## src/rtl/core/udpcr_pkg.sv

```systemverilog
package udpcr_pkg;

    localparam int LEN_W = 12;

    localparam int DEF_BUFFER_BYTES     = 65536;
    localparam int DEF_MAX_PACKET_BYTES = 2048;

    localparam logic [31:0] DATA_CHANNEL_RESET = 32'd8;

    // packet header sizes, then offsets of each field's last byte
    localparam logic [LEN_W-1:0] PKT_HDR_BYTES  = 12'd32;
    localparam logic [LEN_W-1:0] CHAN_HDR_BYTES = 12'd28;
    localparam logic [LEN_W-1:0] CHAN_END_BYTES = 12'd4;
    localparam logic [LEN_W-1:0] OFS_COUNT_END  = 12'd7;
    localparam logic [LEN_W-1:0] OFS_SIZE_END   = 12'd19;
    localparam logic [LEN_W-1:0] OFS_CHAN_END   = 12'd27;

    typedef struct packed {
        logic [7:0]       payload_byte;
        logic             first_of_packet;
        logic [LEN_W-1:0] packet_length;
    } t_in;

    typedef struct packed {
        logic        write_valid;
        logic [15:0] write_address;
        logic [7:0]  write_data;
        logic        channel_done;
        logic [16:0] channel_length;
        logic        counter_jump;
        logic        overflow;
    } t_out;

endpackage

```

## src/rtl/core/udpcr_core.sv

```systemverilog
module udpcr_core import udpcr_pkg::*; #(
    parameter int BUFFER_BYTES     = DEF_BUFFER_BYTES,
    parameter int MAX_PACKET_BYTES = DEF_MAX_PACKET_BYTES
) (
    input  logic        i_clk,
    input  logic        i_rst_n,
    input  logic        i_accept,
    input  t_in         i_in,
    input  logic [31:0] i_data_channel,
    output t_out        o_res
);

    localparam int WP_W = $clog2(BUFFER_BYTES + 1);

    logic [LEN_W-1:0] r_off, n_off;
    logic [LEN_W-1:0] r_cur_len, n_cur_len;
    logic [63:0]      r_shift, n_shift;
    logic [31:0]      r_pcnt, n_pcnt;
    logic [15:0]      r_index, n_index;
    logic [15:0]      r_packets, n_packets;
    logic [31:0]      r_chan, n_chan;
    logic [31:0]      r_total, n_total;
    logic [31:0]      r_last, n_last;
    logic             r_last_valid, n_last_valid;
    logic             r_sync, n_sync;
    logic [WP_W-1:0]  r_bufsize, n_bufsize;
    logic [WP_W-1:0]  r_wp, n_wp;
    logic             r_copy_en, n_copy_en;
    logic [LEN_W-1:0] r_copy_first, n_copy_first;
    logic [LEN_W-1:0] r_copy_last, n_copy_last;
    logic             r_done_pend, n_done_pend;

    logic [LEN_W-1:0] pos;
    logic             is_last;
    logic [LEN_W-1:0] hd_start;
    logic [LEN_W-1:0] hd_strip;
    logic [LEN_W-1:0] hd_len;
    t_out             res;

    assign o_res = res;

    always_comb begin
        n_off        = r_off;
        n_cur_len    = r_cur_len;
        n_shift      = r_shift;
        n_pcnt       = r_pcnt;
        n_index      = r_index;
        n_packets    = r_packets;
        n_chan       = r_chan;
        n_total      = r_total;
        n_last       = r_last;
        n_last_valid = r_last_valid;
        n_sync       = r_sync;
        n_bufsize    = r_bufsize;
        n_wp         = r_wp;
        n_copy_en    = r_copy_en;
        n_copy_first = r_copy_first;
        n_copy_last  = r_copy_last;
        n_done_pend  = r_done_pend;
        res          = '0;
        pos          = r_off;
        is_last      = 1'b0;
        hd_start     = PKT_HDR_BYTES;
        hd_strip     = PKT_HDR_BYTES;
        hd_len       = '0;

        if (i_in.first_of_packet) begin
            if (32'(i_in.packet_length) > 32'(MAX_PACKET_BYTES)) begin
                n_cur_len = LEN_W'(MAX_PACKET_BYTES);
            end else begin
                n_cur_len = i_in.packet_length;
            end
            n_off       = '0;
            n_shift     = '0;
            n_copy_en   = 1'b0;
            n_done_pend = 1'b0;
        end

        // bytes past the packet end give an empty result
        if (n_off < n_cur_len) begin
            pos   = n_off;
            n_off = n_off + LEN_W'(1);

            if (pos < PKT_HDR_BYTES) begin
                n_shift = {i_in.payload_byte, n_shift[63:8]};
                if (pos == OFS_COUNT_END) begin
                    n_pcnt = n_shift[63:32];
                end else if (pos == OFS_SIZE_END) begin
                    n_packets = n_shift[47:32];
                    n_index   = n_shift[63:48];
                end else if (pos == OFS_CHAN_END) begin
                    n_chan  = n_shift[31:0];
                    n_total = n_shift[63:32];
                end else if (pos == PKT_HDR_BYTES - LEN_W'(1)) begin
                    // header complete: check counter, resync, plan the copy
                    if (n_last_valid && ((n_pcnt - n_last) != 32'd1)) begin
                        res.counter_jump = 1'b1;
                        n_sync           = 1'b0;
                    end
                    n_last       = n_pcnt;
                    n_last_valid = 1'b1;
                    n_copy_en    = 1'b0;
                    n_done_pend  = 1'b0;
                    if (n_chan == i_data_channel) begin
                        if (n_index == 16'd0) begin
                            n_sync = 1'b1;
                            if (n_bufsize == '0) begin
                                if (n_total > 32'(BUFFER_BYTES)) begin
                                    n_bufsize = WP_W'(BUFFER_BYTES);
                                end else begin
                                    n_bufsize = WP_W'(n_total);
                                end
                            end
                            n_wp = '0;
                        end
                        if (n_sync) begin
                            is_last  = (n_packets != 16'd0) &&
                                       (n_index == n_packets - 16'd1);
                            hd_start = PKT_HDR_BYTES +
                                       ((n_index == 16'd0) ? CHAN_HDR_BYTES : '0);
                            hd_strip = hd_start + (is_last ? CHAN_END_BYTES : '0);
                            hd_len   = (n_cur_len > hd_strip) ? n_cur_len - hd_strip : '0;
                            if (((WP_W+1)'(n_wp) + (WP_W+1)'(hd_len)) >
                                (WP_W+1)'(n_bufsize)) begin
                                res.overflow = 1'b1;
                            end else begin
                                n_copy_en    = 1'b1;
                                n_copy_first = hd_start;
                                n_copy_last  = hd_start + hd_len;
                            end
                            n_done_pend = is_last;
                        end
                    end
                end
            end else if (n_copy_en && (pos >= n_copy_first) && (pos < n_copy_last)) begin
                res.write_valid   = 1'b1;
                res.write_address = 16'(n_wp);
                res.write_data    = i_in.payload_byte;
                n_wp              = n_wp + WP_W'(1);
            end

            if ((pos + LEN_W'(1)) == n_cur_len) begin
                if (n_done_pend && (pos >= PKT_HDR_BYTES - LEN_W'(1))) begin
                    res.channel_done   = 1'b1;
                    res.channel_length = 17'(n_wp);
                end
                n_done_pend = 1'b0;
                n_copy_en   = 1'b0;
            end
        end
    end

    always_ff @(posedge i_clk) begin
        if (!i_rst_n) begin
            r_off        <= '0;
            r_cur_len    <= '0;
            r_shift      <= '0;
            r_pcnt       <= '0;
            r_index      <= '0;
            r_packets    <= '0;
            r_chan       <= '0;
            r_total      <= '0;
            r_last       <= '0;
            r_last_valid <= 1'b0;
            r_sync       <= 1'b0;
            r_bufsize    <= '0;
            r_wp         <= '0;
            r_copy_en    <= 1'b0;
            r_copy_first <= '0;
            r_copy_last  <= '0;
            r_done_pend  <= 1'b0;
        end else if (i_accept) begin
            r_off        <= n_off;
            r_cur_len    <= n_cur_len;
            r_shift      <= n_shift;
            r_pcnt       <= n_pcnt;
            r_index      <= n_index;
            r_packets    <= n_packets;
            r_chan       <= n_chan;
            r_total      <= n_total;
            r_last       <= n_last;
            r_last_valid <= n_last_valid;
            r_sync       <= n_sync;
            r_bufsize    <= n_bufsize;
            r_wp         <= n_wp;
            r_copy_en    <= n_copy_en;
            r_copy_first <= n_copy_first;
            r_copy_last  <= n_copy_last;
            r_done_pend  <= n_done_pend;
        end
    end

endmodule

```

## src/rtl/core/udpcr_skid.sv

```systemverilog
module udpcr_skid import udpcr_pkg::*; (
    input  logic i_clk,
    input  logic i_rst_n,
    input  logic i_push,
    input  t_out i_res,
    output logic o_full,
    output logic o_valid,
    input  logic i_stall,
    output t_out o_res
);

    logic r_out_valid;
    logic r_skid_valid;
    t_out r_out;
    t_out r_skid;

    assign o_full  = r_skid_valid;
    assign o_valid = r_out_valid;
    assign o_res   = r_out;

    always_ff @(posedge i_clk) begin
        if (!i_rst_n) begin
            r_out_valid  <= 1'b0;
            r_skid_valid <= 1'b0;
        end else if (!r_out_valid || !i_stall) begin
            // output slot frees: drain skid first, else take the new request
            if (r_skid_valid) begin
                r_out_valid  <= 1'b1;
                r_skid_valid <= 1'b0;
            end else begin
                r_out_valid <= i_push;
            end
        end else if (i_push) begin
            r_skid_valid <= 1'b1;
        end
    end

    always_ff @(posedge i_clk) begin
        if (!r_out_valid || !i_stall) begin
            if (r_skid_valid) begin
                r_out <= r_skid;
            end else begin
                r_out <= i_res;
            end
        end else if (i_push) begin
            r_skid <= i_res;
        end
    end

endmodule

```

## src/rtl/core/udp_channel_reassembler_unit.sv

```systemverilog
// UDP channel reassembler.
// Input channel: one payload byte per request (i_in_valid / o_in_stall), with
// first_of_packet and packet_length on each packet's first byte. Every accepted
// byte gives exactly one result request on the output channel
// (o_out_valid / i_out_stall): a buffer write, channel completion with its
// length, and counter-jump and overflow flags on the last header byte.
// Throughput is one byte per cycle while o_in_stall is low: header parsing,
// sync and copy decisions are short compares and adds on the per-byte state
// registers. Each result is registered in the output or the skid register.
// When the receiver stalls, the current result holds and one more byte is
// taken into a skid register; o_in_stall then rises until the skid drains.
// Reset (synchronous, active low) clears all parser and sync state, the latched
// buffer size and both result valid flags; data_channel returns to 8.
// Write data_channel through i_cfg_we / i_cfg_data only while the block is idle.
module udp_channel_reassembler_unit import udpcr_pkg::*; #(
    parameter int BUFFER_BYTES     = DEF_BUFFER_BYTES,
    parameter int MAX_PACKET_BYTES = DEF_MAX_PACKET_BYTES
) (
    input  logic        i_clk,
    input  logic        i_rst_n,
    input  logic        i_in_valid,
    output logic        o_in_stall,
    input  t_in         i_in,
    output logic        o_out_valid,
    input  logic        i_out_stall,
    output t_out        o_out,
    input  logic        i_cfg_we,
    input  logic [31:0] i_cfg_data
);

    logic [31:0] r_data_channel;
    logic        accept;
    logic        skid_full;
    t_out        core_res;

    assign o_in_stall = skid_full;
    assign accept     = i_in_valid && !skid_full;

    always_ff @(posedge i_clk) begin
        if (!i_rst_n) begin
            r_data_channel <= DATA_CHANNEL_RESET;
        end else if (i_cfg_we) begin
            r_data_channel <= i_cfg_data;
        end
    end

    udpcr_core #(
        .BUFFER_BYTES     (BUFFER_BYTES),
        .MAX_PACKET_BYTES (MAX_PACKET_BYTES)
    ) u_core (
        .i_clk          (i_clk),
        .i_rst_n        (i_rst_n),
        .i_accept       (accept),
        .i_in           (i_in),
        .i_data_channel (r_data_channel),
        .o_res          (core_res)
    );

    udpcr_skid u_skid (
        .i_clk   (i_clk),
        .i_rst_n (i_rst_n),
        .i_push  (accept),
        .i_res   (core_res),
        .o_full  (skid_full),
        .o_valid (o_out_valid),
        .i_stall (i_out_stall),
        .o_res   (o_out)
    );

endmodule
```

## config.mk

```make
export PLATFORM = sky130hd
export DESIGN_NAME = udp_channel_reassembler_unit
export DESIGN_NICKNAME = d
export VERILOG_FILES = /design/src/rtl/core/udpcr_pkg.sv /design/src/rtl/core/udpcr_core.sv /design/src/rtl/core/udpcr_skid.sv /design/src/rtl/core/udp_channel_reassembler_unit.sv
export SDC_FILE = /design/constraint.sdc
export NUM_CORES = 1
export LEC_CHECK = 0
export BUFFER_PORTS_ARGS = -buffer_cell sky130_fd_sc_hd__buf_2
export CAP_MARGIN = 10
export CORE_ASPECT_RATIO = 0.8
export CORE_MARGIN = 3
export CORE_UTILIZATION = 62
export CTS_CLUSTER_SIZE = 28
export DETAILED_ROUTE_END_ITERATION = 10
export GPL_TIMING_DRIVEN = 1
export PLACE_DENSITY = 0.84
export SLEW_MARGIN = 20
export SYNTH_ARGS = -nofsm -noshare
export SYNTH_HDL_FRONTEND = slang
export SYNTH_SLANG_ARGS = --single-unit
```

## constraint.sdc

```tcl
create_clock -name i_clk -period 10.73 [get_ports i_clk]
set_input_delay 1.073 -clock i_clk [delete_from_list [all_inputs] [get_ports i_clk]]
set_output_delay 1.073 -clock i_clk [all_outputs]
set_load 0.01 [all_outputs]
```

[After elaboration in Yosys (flattened, before gate mapping)]
Index checks and enable logic that the tools add are counted.
Storage, ports and cells
  register bits: 434
  output and inout port bits: 47
  logic and storage cells: 171
Operators by class
  add/subtract/negate cells: 9
  order comparisons: 9
  eq/ne operators: 8
  mux-type cells: 83
  bitwise operators: 6
  reductions and logical operators: 22
Operator list (number)
  two-way mux 17 bit: 25
  two-way mux 64 bit: 3
  two-way mux 45 bit: 2
  two-way mux 12 bit: 5
  two-way mux 25 bit: 2
  two-way mux 1 bit: 37
  == test 12 x 5 -> 1 bit, second input constant: 3
  two-way mux 18 bit: 2
  == test 32 bit: 1
  > comparator 32 x 17 -> 1 bit, second input constant: 1
  != test 32 x 1 -> 1 bit, second input constant: 1
  subtractor 32 bit: 1
  adder 12 bit: 2
  < comparator 12 bit: 2
  adder 17 x 12 -> 18 bit: 1
  > comparator 18 x 17 -> 1 bit: 1
  adder 17 x 1 -> 17 bit, second input constant: 1
  logical NOT 17 bit: 1
  == test 16 bit: 1
  logical NOT 16 bit: 1
  nonzero test 16 bit: 1
  subtractor 16 x 1 -> 16 bit, second input constant: 1
  adder 12 x 1 -> 12 bit, second input constant: 1
  adder 6 x 12 -> 12 bit, first input constant: 1
  23 further kinds: 40

[Longest topological paths before layout]
  depth after elaboration: 25
  gate-level depth with buffers: 41

[Hierarchy]
Synthesis repeated with hierarchy kept, for this count alone.
Second synthesis, totals
  cell total of the unflattened synthesis: 2566
  area, all modules: 22718.0 um^2
Modules (own cells, without submodules)
  udpcr_core: times used 1, cells an instance 2315, area each 17942.2 um^2, seq. area each 5845.6 um^2
  udpcr_skid: times used 1, cells an instance 147, area each 3528.4 um^2, seq. area each 2742.6 um^2
  udp_channel_reassembler_unit: times used 1, cells an instance 104, area each 1247.4 um^2, seq. area each 640.6 um^2

[Worst setup path before layout]
Ideal clock, no wire load.
  path kind: register to register
  start point: reg u_core.r_packets[2]
  end point: reg u_core.r_copy_last[10]
  data arrival time: 8.197 ns
  required time: 10.604 ns
  setup slack: 2.407 ns
  cell stages (with the launch flop): 39
  path buffers: 2
  clock period less this slack: 8.323 ns
  cell sequence: dfxtp_1 or4_1 clkbuf_1 or4_1 a22oi_1 nand4_1 nor4_1 nand3_1 ha_1 inv_1 ha_1 inv_1 fa_1 a21o_1 a221o_1 o31a_1 or2_2 and2_1 (+3 left out) nand2_1 a31oi_1 o21a_1 o31ai_1 a21o_1 a21oi_1 xor2_1 ha_1 a21o_1 a21o_1 a2111oi_0 o211ai_1 nand2_1 o21a_1 and4_1 a32oi_2 buf_2 mux2i_1
On the way
  cells in the longest elaborated chain, start to end: 11
  elaborated cells on any way between the ends: 14
  those cells by class: add/sub: 5; order compare: 2; eq/ne: 1; mux: 2; bitwise: 1; reduce/logical: 3
RTL lines
  from (decl): line udpcr_core.sv:20  | logic [15:0] r_packets, n_packets;
  from (signal assigned): line udpcr_core.sv:178  | r_packets <= n_packets;
  subtractor 16 x 1 -> 16 bit: line udpcr_core.sv:118  | (n_index == n_packets - 16'd1);
  == test 16 bit: line udpcr_core.sv:118
  logical AND 1 bit *: line udpcr_core.sv:117  | is_last = (n_packets != 16'd0) &&
  two-way mux 3 bit *: line udpcr_core.sv:121  | hd_strip = hd_start + (is_last ? CHAN_END_BYTES : '0);
  adder 12 bit *: line udpcr_core.sv:121
  subtractor 12 bit or > comparator 12 bit (tied branches): line udpcr_core.sv:122  | hd_len = (n_cur_len > hd_strip) ? n_cur_len - hd_strip : '0;
  two-way mux 12 bit *: line udpcr_core.sv:122
  adder 17 x 12 -> 18 bit: line udpcr_core.sv:123  | if (((WP_W+1)'(n_wp) + (WP_W+1)'(hd_len)) >
  > comparator 18 x 17 -> 1 bit: line udpcr_core.sv:123
  NOT 1 bit (no source line)
  AND reduction 10 bit (no source line)
  to (signal assigned): line udpcr_core.sv:188  | r_copy_last <= n_copy_last;
  to (decl): line udpcr_core.sv:30  | logic [LEN_W-1:0] r_copy_last, n_copy_last;
Mark *: on every way between the ends. The rest lies on a longest branch, timed or not.
A chain may end at the register's enable or synchronous reset.

[Worst setup path in the final report]
  start point: reg u_core.r_packets[2]
  end point: reg u_core.r_copy_first[4]
On the way
  cells in the longest elaborated chain, start to end: 11
  elaborated cells on any way between the ends: 13
  those cells by class: add/sub: 4; order compare: 2; eq/ne: 1; mux: 2; bitwise: 1; reduce/logical: 3
RTL lines
  subtractor 16 x 1 -> 16 bit: line udpcr_core.sv:118
  == test 16 bit: line udpcr_core.sv:118
  logical AND 1 bit *: line udpcr_core.sv:117
  two-way mux 3 bit *: line udpcr_core.sv:121
  adder 12 bit *: line udpcr_core.sv:121
  subtractor 12 bit or > comparator 12 bit (tied branches): line udpcr_core.sv:122
  two-way mux 12 bit *: line udpcr_core.sv:122
  adder 17 x 12 -> 18 bit *: line udpcr_core.sv:123
  > comparator 18 x 17 -> 1 bit *: line udpcr_core.sv:123
  NOT 1 bit (no source line) *
  AND reduction 10 bit (no source line) *
  to (signal assigned): line udpcr_core.sv:187  | r_copy_first <= n_copy_first;
  to (decl): line udpcr_core.sv:29  | logic [LEN_W-1:0] r_copy_first, n_copy_first;
Marked as above.

==> results.py <==
metrics = {
    "sta": {
        "hold_violations": 0,
        "post-route-period-util": 0.900,
        "max_freq_mhz": 104,
        "holdWs_ns": 0.455,
        "worstMarginPinSlew_ns": 1.10,
        "fin_setup_tns_ns": 0,
        "finalClockSkew_ns": 0.0175,
        "relSlewSlack": 0.259,
        "post-route-min-period_ns": 9.66,
        "maxSlewViolCount": 0,
        "setup_violations": 0,
        "fin_ws_ns": 1.07,
        "rsz0062_at_grt": "no",
    },
    "floorplanning": {
        "initial_core_util": 0.631,
        "core_area_mm2": 0.0360,
        "num_rows": 62,
        "io_pins": 105,
        "die_x_um": 220,
        "die_height_um": 177,
        "die-area_mm2": 0.0390,
    },
    "global_route": {
        "grt_use_met1": 0.488,
        "antenna_found_initial": 0,
        "grt.total_usage": 0.325,
        "grt_pass1_wl_um": 101000,
        "grt_overflow_total": 0,
        "met3_usage": 0.0645,
        "grt_use_met2": 0.483,
        "grt_pass1_vias": 18560,
        "grt_max_degree": 116,
        "grt.busiest_layer": "met1",
    },
    "job": {
        "maxCapViolCount": 0,
    },
    "clocking": {
        "clock_latency_ns": 0.56,
        "htree_levels": 2,
        "cts_tree": "built",
        "postCtsSetupBuffers": 0,
        "numClockSinks": 416,
        "cts_max_path_buffers": 3,
        "ctsResizeCount": 0,
        "numCtsBuffers": 41,
        "postCtsHoldBufs": 0,
        "cts_root_buffer": "clkbuf_16",
        "path_clk_slew_ns": 0.06,
    },
    "place": {
        "gp_congestion": 0.988,
        "pre_cts_ws_ns": 1.22,
        "post-dp-hpwl_um": 46700,
        "place_inst": 3131,
        "place_area_mm2": 0.0235,
        "portBuffers": 104,
    },
    "route": {
        "drc": 0,
        "vias_per_cell": 6.34,
        "vias": 20345,
        "detail-route-antenna-nets": 0,
        "drt-pass1-iter-count": 6,
        "wl_per_cell_um": 20.2,
        "drt_iter0_drc": 2384,
        "finalWirelength_um": 64800,
    },
    "layout": {
        "drive_gt1_frac": 0.101,
        "diodes": 0,
        "final_cell_area_mm2": 0.0248,
        "final_nets": 2859,
        "synthToLayoutAreaGrowth_pct": 9.28,
        "fin_cells": 3207,
        "fin_util": 0.689,
    },
    "synth": {
        "yosysWarningCount": 0,
        "synth-main-ff-cell": "dfxtp_1",
        "syn_inst": 2683,
        "ys_ff_latch": 416,
        "ys_seq_area_frac": 0.406,
        "synth_area_mm2": 0.0227,
        "async_flop_share": 0,
        "avgSynthCellArea_um2": 8.46,
        "synth_edf_count": 90,
        "synth_cell_types": 83,
        "syn_nets": 2848,
    },
    "power_and_ir_drop": {
        "power_density_mw_per_mm2": 135,
        "p_total_mw": 3.35,
        "p_leak_nw": 10.0,
        "vdd_drop_max_v": 0.000137,
    },
    "worst_hold_path": {
        "holdPathStages": 2,
        "min_from": "u_core.r_last[16]$_SDFFE_PN0P_",
        "min_path_type": "flop to flop",
        "worstHoldEndpoint": "u_core.r_last[16]$_SDFFE_PN0P_",
    },
    "critical_path": {
        "worst_path_max_delay_cell": "nor4_1",
        "crit_type": "flop to flop",
        "crit_fanout": 14,
        "reg2reg_slack_ns": 1.07,
        "max_stage_delay_ns": 0.71,
        "worstRegToRegCells": 36,
        "reg2reg_from": "u_core.r_packets[2]$_SDFFE_PN0P_",
        "cp_data_arrival_time_ns": 10.05,
        "critPathRequiredTime_ns": 11.12,
        "timing.rr.end": "u_core.r_copy_first[4]$_SDFFE_PN0P_",
        "crit_path_start_kind": "flop",
        "crit_path_end_kind": "flop",
    },
    "run_status": {
        "status": "complete, no violations",
    },
}
where the power goes:
part / switching (mW) / internal, mW / leakage, nW / total (mW)
clock: 0.628 / 0.823 / 0.662 / 1.45
sequential: 0.0170 / 1.62 / 3.49 / 1.64
combinational: 0.168 / 0.0850 / 5.85 / 0.253
registers in the layout, summed over array words and instances, names as in the netlist, 2 cells and up:
| register | flops |
|---|---|
| r_data_channel | 32 |
| u_core.r_bufsize | 17 |
| u_core.r_chan | 32 |
| u_core.r_copy_first | 2 |
| u_core.r_copy_last | 12 |
| u_core.r_cur_len | 12 |
| u_core.r_index | 16 |
| u_core.r_last | 32 |
| u_core.r_off | 12 |
| u_core.r_packets | 16 |
| u_core.r_pcnt | 32 |
| u_core.r_shift | 56 |
| u_core.r_total | 32 |
| u_core.r_wp | 17 |
| u_skid.o_res | 45 |
| u_skid.r_skid | 45 |
cell type report:
| class | instances | area [um2] |
|---|---|---|
| clock buffers | 54 | 1120 |
| clock inverters | 22 | 229 |
| fillers | 2772 | 11200 |
| inverters | 90 | 345 |
| multi-input cells | 2016 | 12600 |
| flip-flops and latches | 416 | 9230 |
| well taps | 480 | 601 |
| repair buffers | 129 | 708 |
how the worst max path moves through the flow:
stage / start / endpoint / depth (start not counted)
floorplan: u_core.r_packets[2]$_SDFFE_PN0P_ / u_core.r_copy_last[10]$_SDFFE_PN0P_ / 38
global placement: u_core.r_packets[2]$_SDFFE_PN0P_ / u_core.r_copy_last[7]$_SDFFE_PN0P_ / 36
detailed placement: u_core.r_packets[2]$_SDFFE_PN0P_ / u_core.r_copy_last[6]$_SDFFE_PN0P_ / 36
CTS: u_core.r_packets[2]$_SDFFE_PN0P_ / u_core.r_copy_first[4]$_SDFFE_PN0P_ / 36
global route: u_core.r_packets[2]$_SDFFE_PN0P_ / u_core.r_copy_last[4]$_SDFFE_PN0P_ / 36
finish: u_core.r_packets[2]$_SDFFE_PN0P_ / u_core.r_copy_first[4]$_SDFFE_PN0P_ / 36
critical path, delay by kind of cell (launching register included):
kind | cells | cell delay, ns
xor gates and xnor gates | 1 | 0.20
DFF | 1 | 0.38
AOI/OAI and AO/OA | 16 | 3.70
muxes | 1 | 0.25
adders and majority gates | 6 | 1.78
buffers and inverters | 2 | 0.12
and+or+nand+nor | 10 | 3.06
cells in the mapped netlist, types with 13 or more instances:
library cell,number,area [um2]
clkbuf_1,134,503
mux2_2,34,383
o211ai_1,16,120
nor2b_1,35,219
nor3_1,35,175
ha_1,103,1290
a211oi_1,15,113
nand4_1,34,213
dfxtp_1,326,6530
and3_1,26,163
xor2_1,56,490
nand2_1,269,1010
edfxtp_1,90,2700
and2_1,50,313
nand3_1,44,220
nor4_1,39,244
a21oi_1,259,1300
o31ai_1,13,97.6
xnor2_1,50,438
nor3b_1,37,278
nor2_1,420,1580
mux2i_1,77,771
buf_1,14,52.6
nand2b_1,15,93.8
a31oi_1,31,194
o21a_1,23,173
or3_1,16,100
a22oi_1,41,308
a21o_1,31,233
a32oi_1,29,254
o21ai_0,69,345
inv_1,88,330
per-layer routing:
layer  part of all wire  vias up
li1                   -     9523
met1               0.45     9703
met2               0.43      996
met3              0.098      123
met4              0.022        0
met5                  0        -
cells by family after synthesis:
logic type	share of synthesized area
buf+inv	0.0428
simple gates	0.225
xor+xnor	0.0419
compound gates	0.172
fa+ha+maj	0.0603
flops	0.406
mux	0.0514
layout by cell type, fill, tap and decap left out, drive strengths merged, types with 25 or more instances in the layout:
cell type and count:
a22oi 41, clkbuf 54, and3 26, dfxtp 326, mux2 34, inv 94
xnor2 50, a32oi 30, nor3b 37, nand3 44, ha 103, a31oi 31
edfxtp 90, xor2 56, nor3 35, o31ai 25, buf 129, a21oi 259
a21o 31, nand4 34, nor2b 35, nor4 39, mux2i 78, o21ai 72
and2 52, nand2 269, nor2 420
Note: power is estimated with default switching activity, not from simulation.
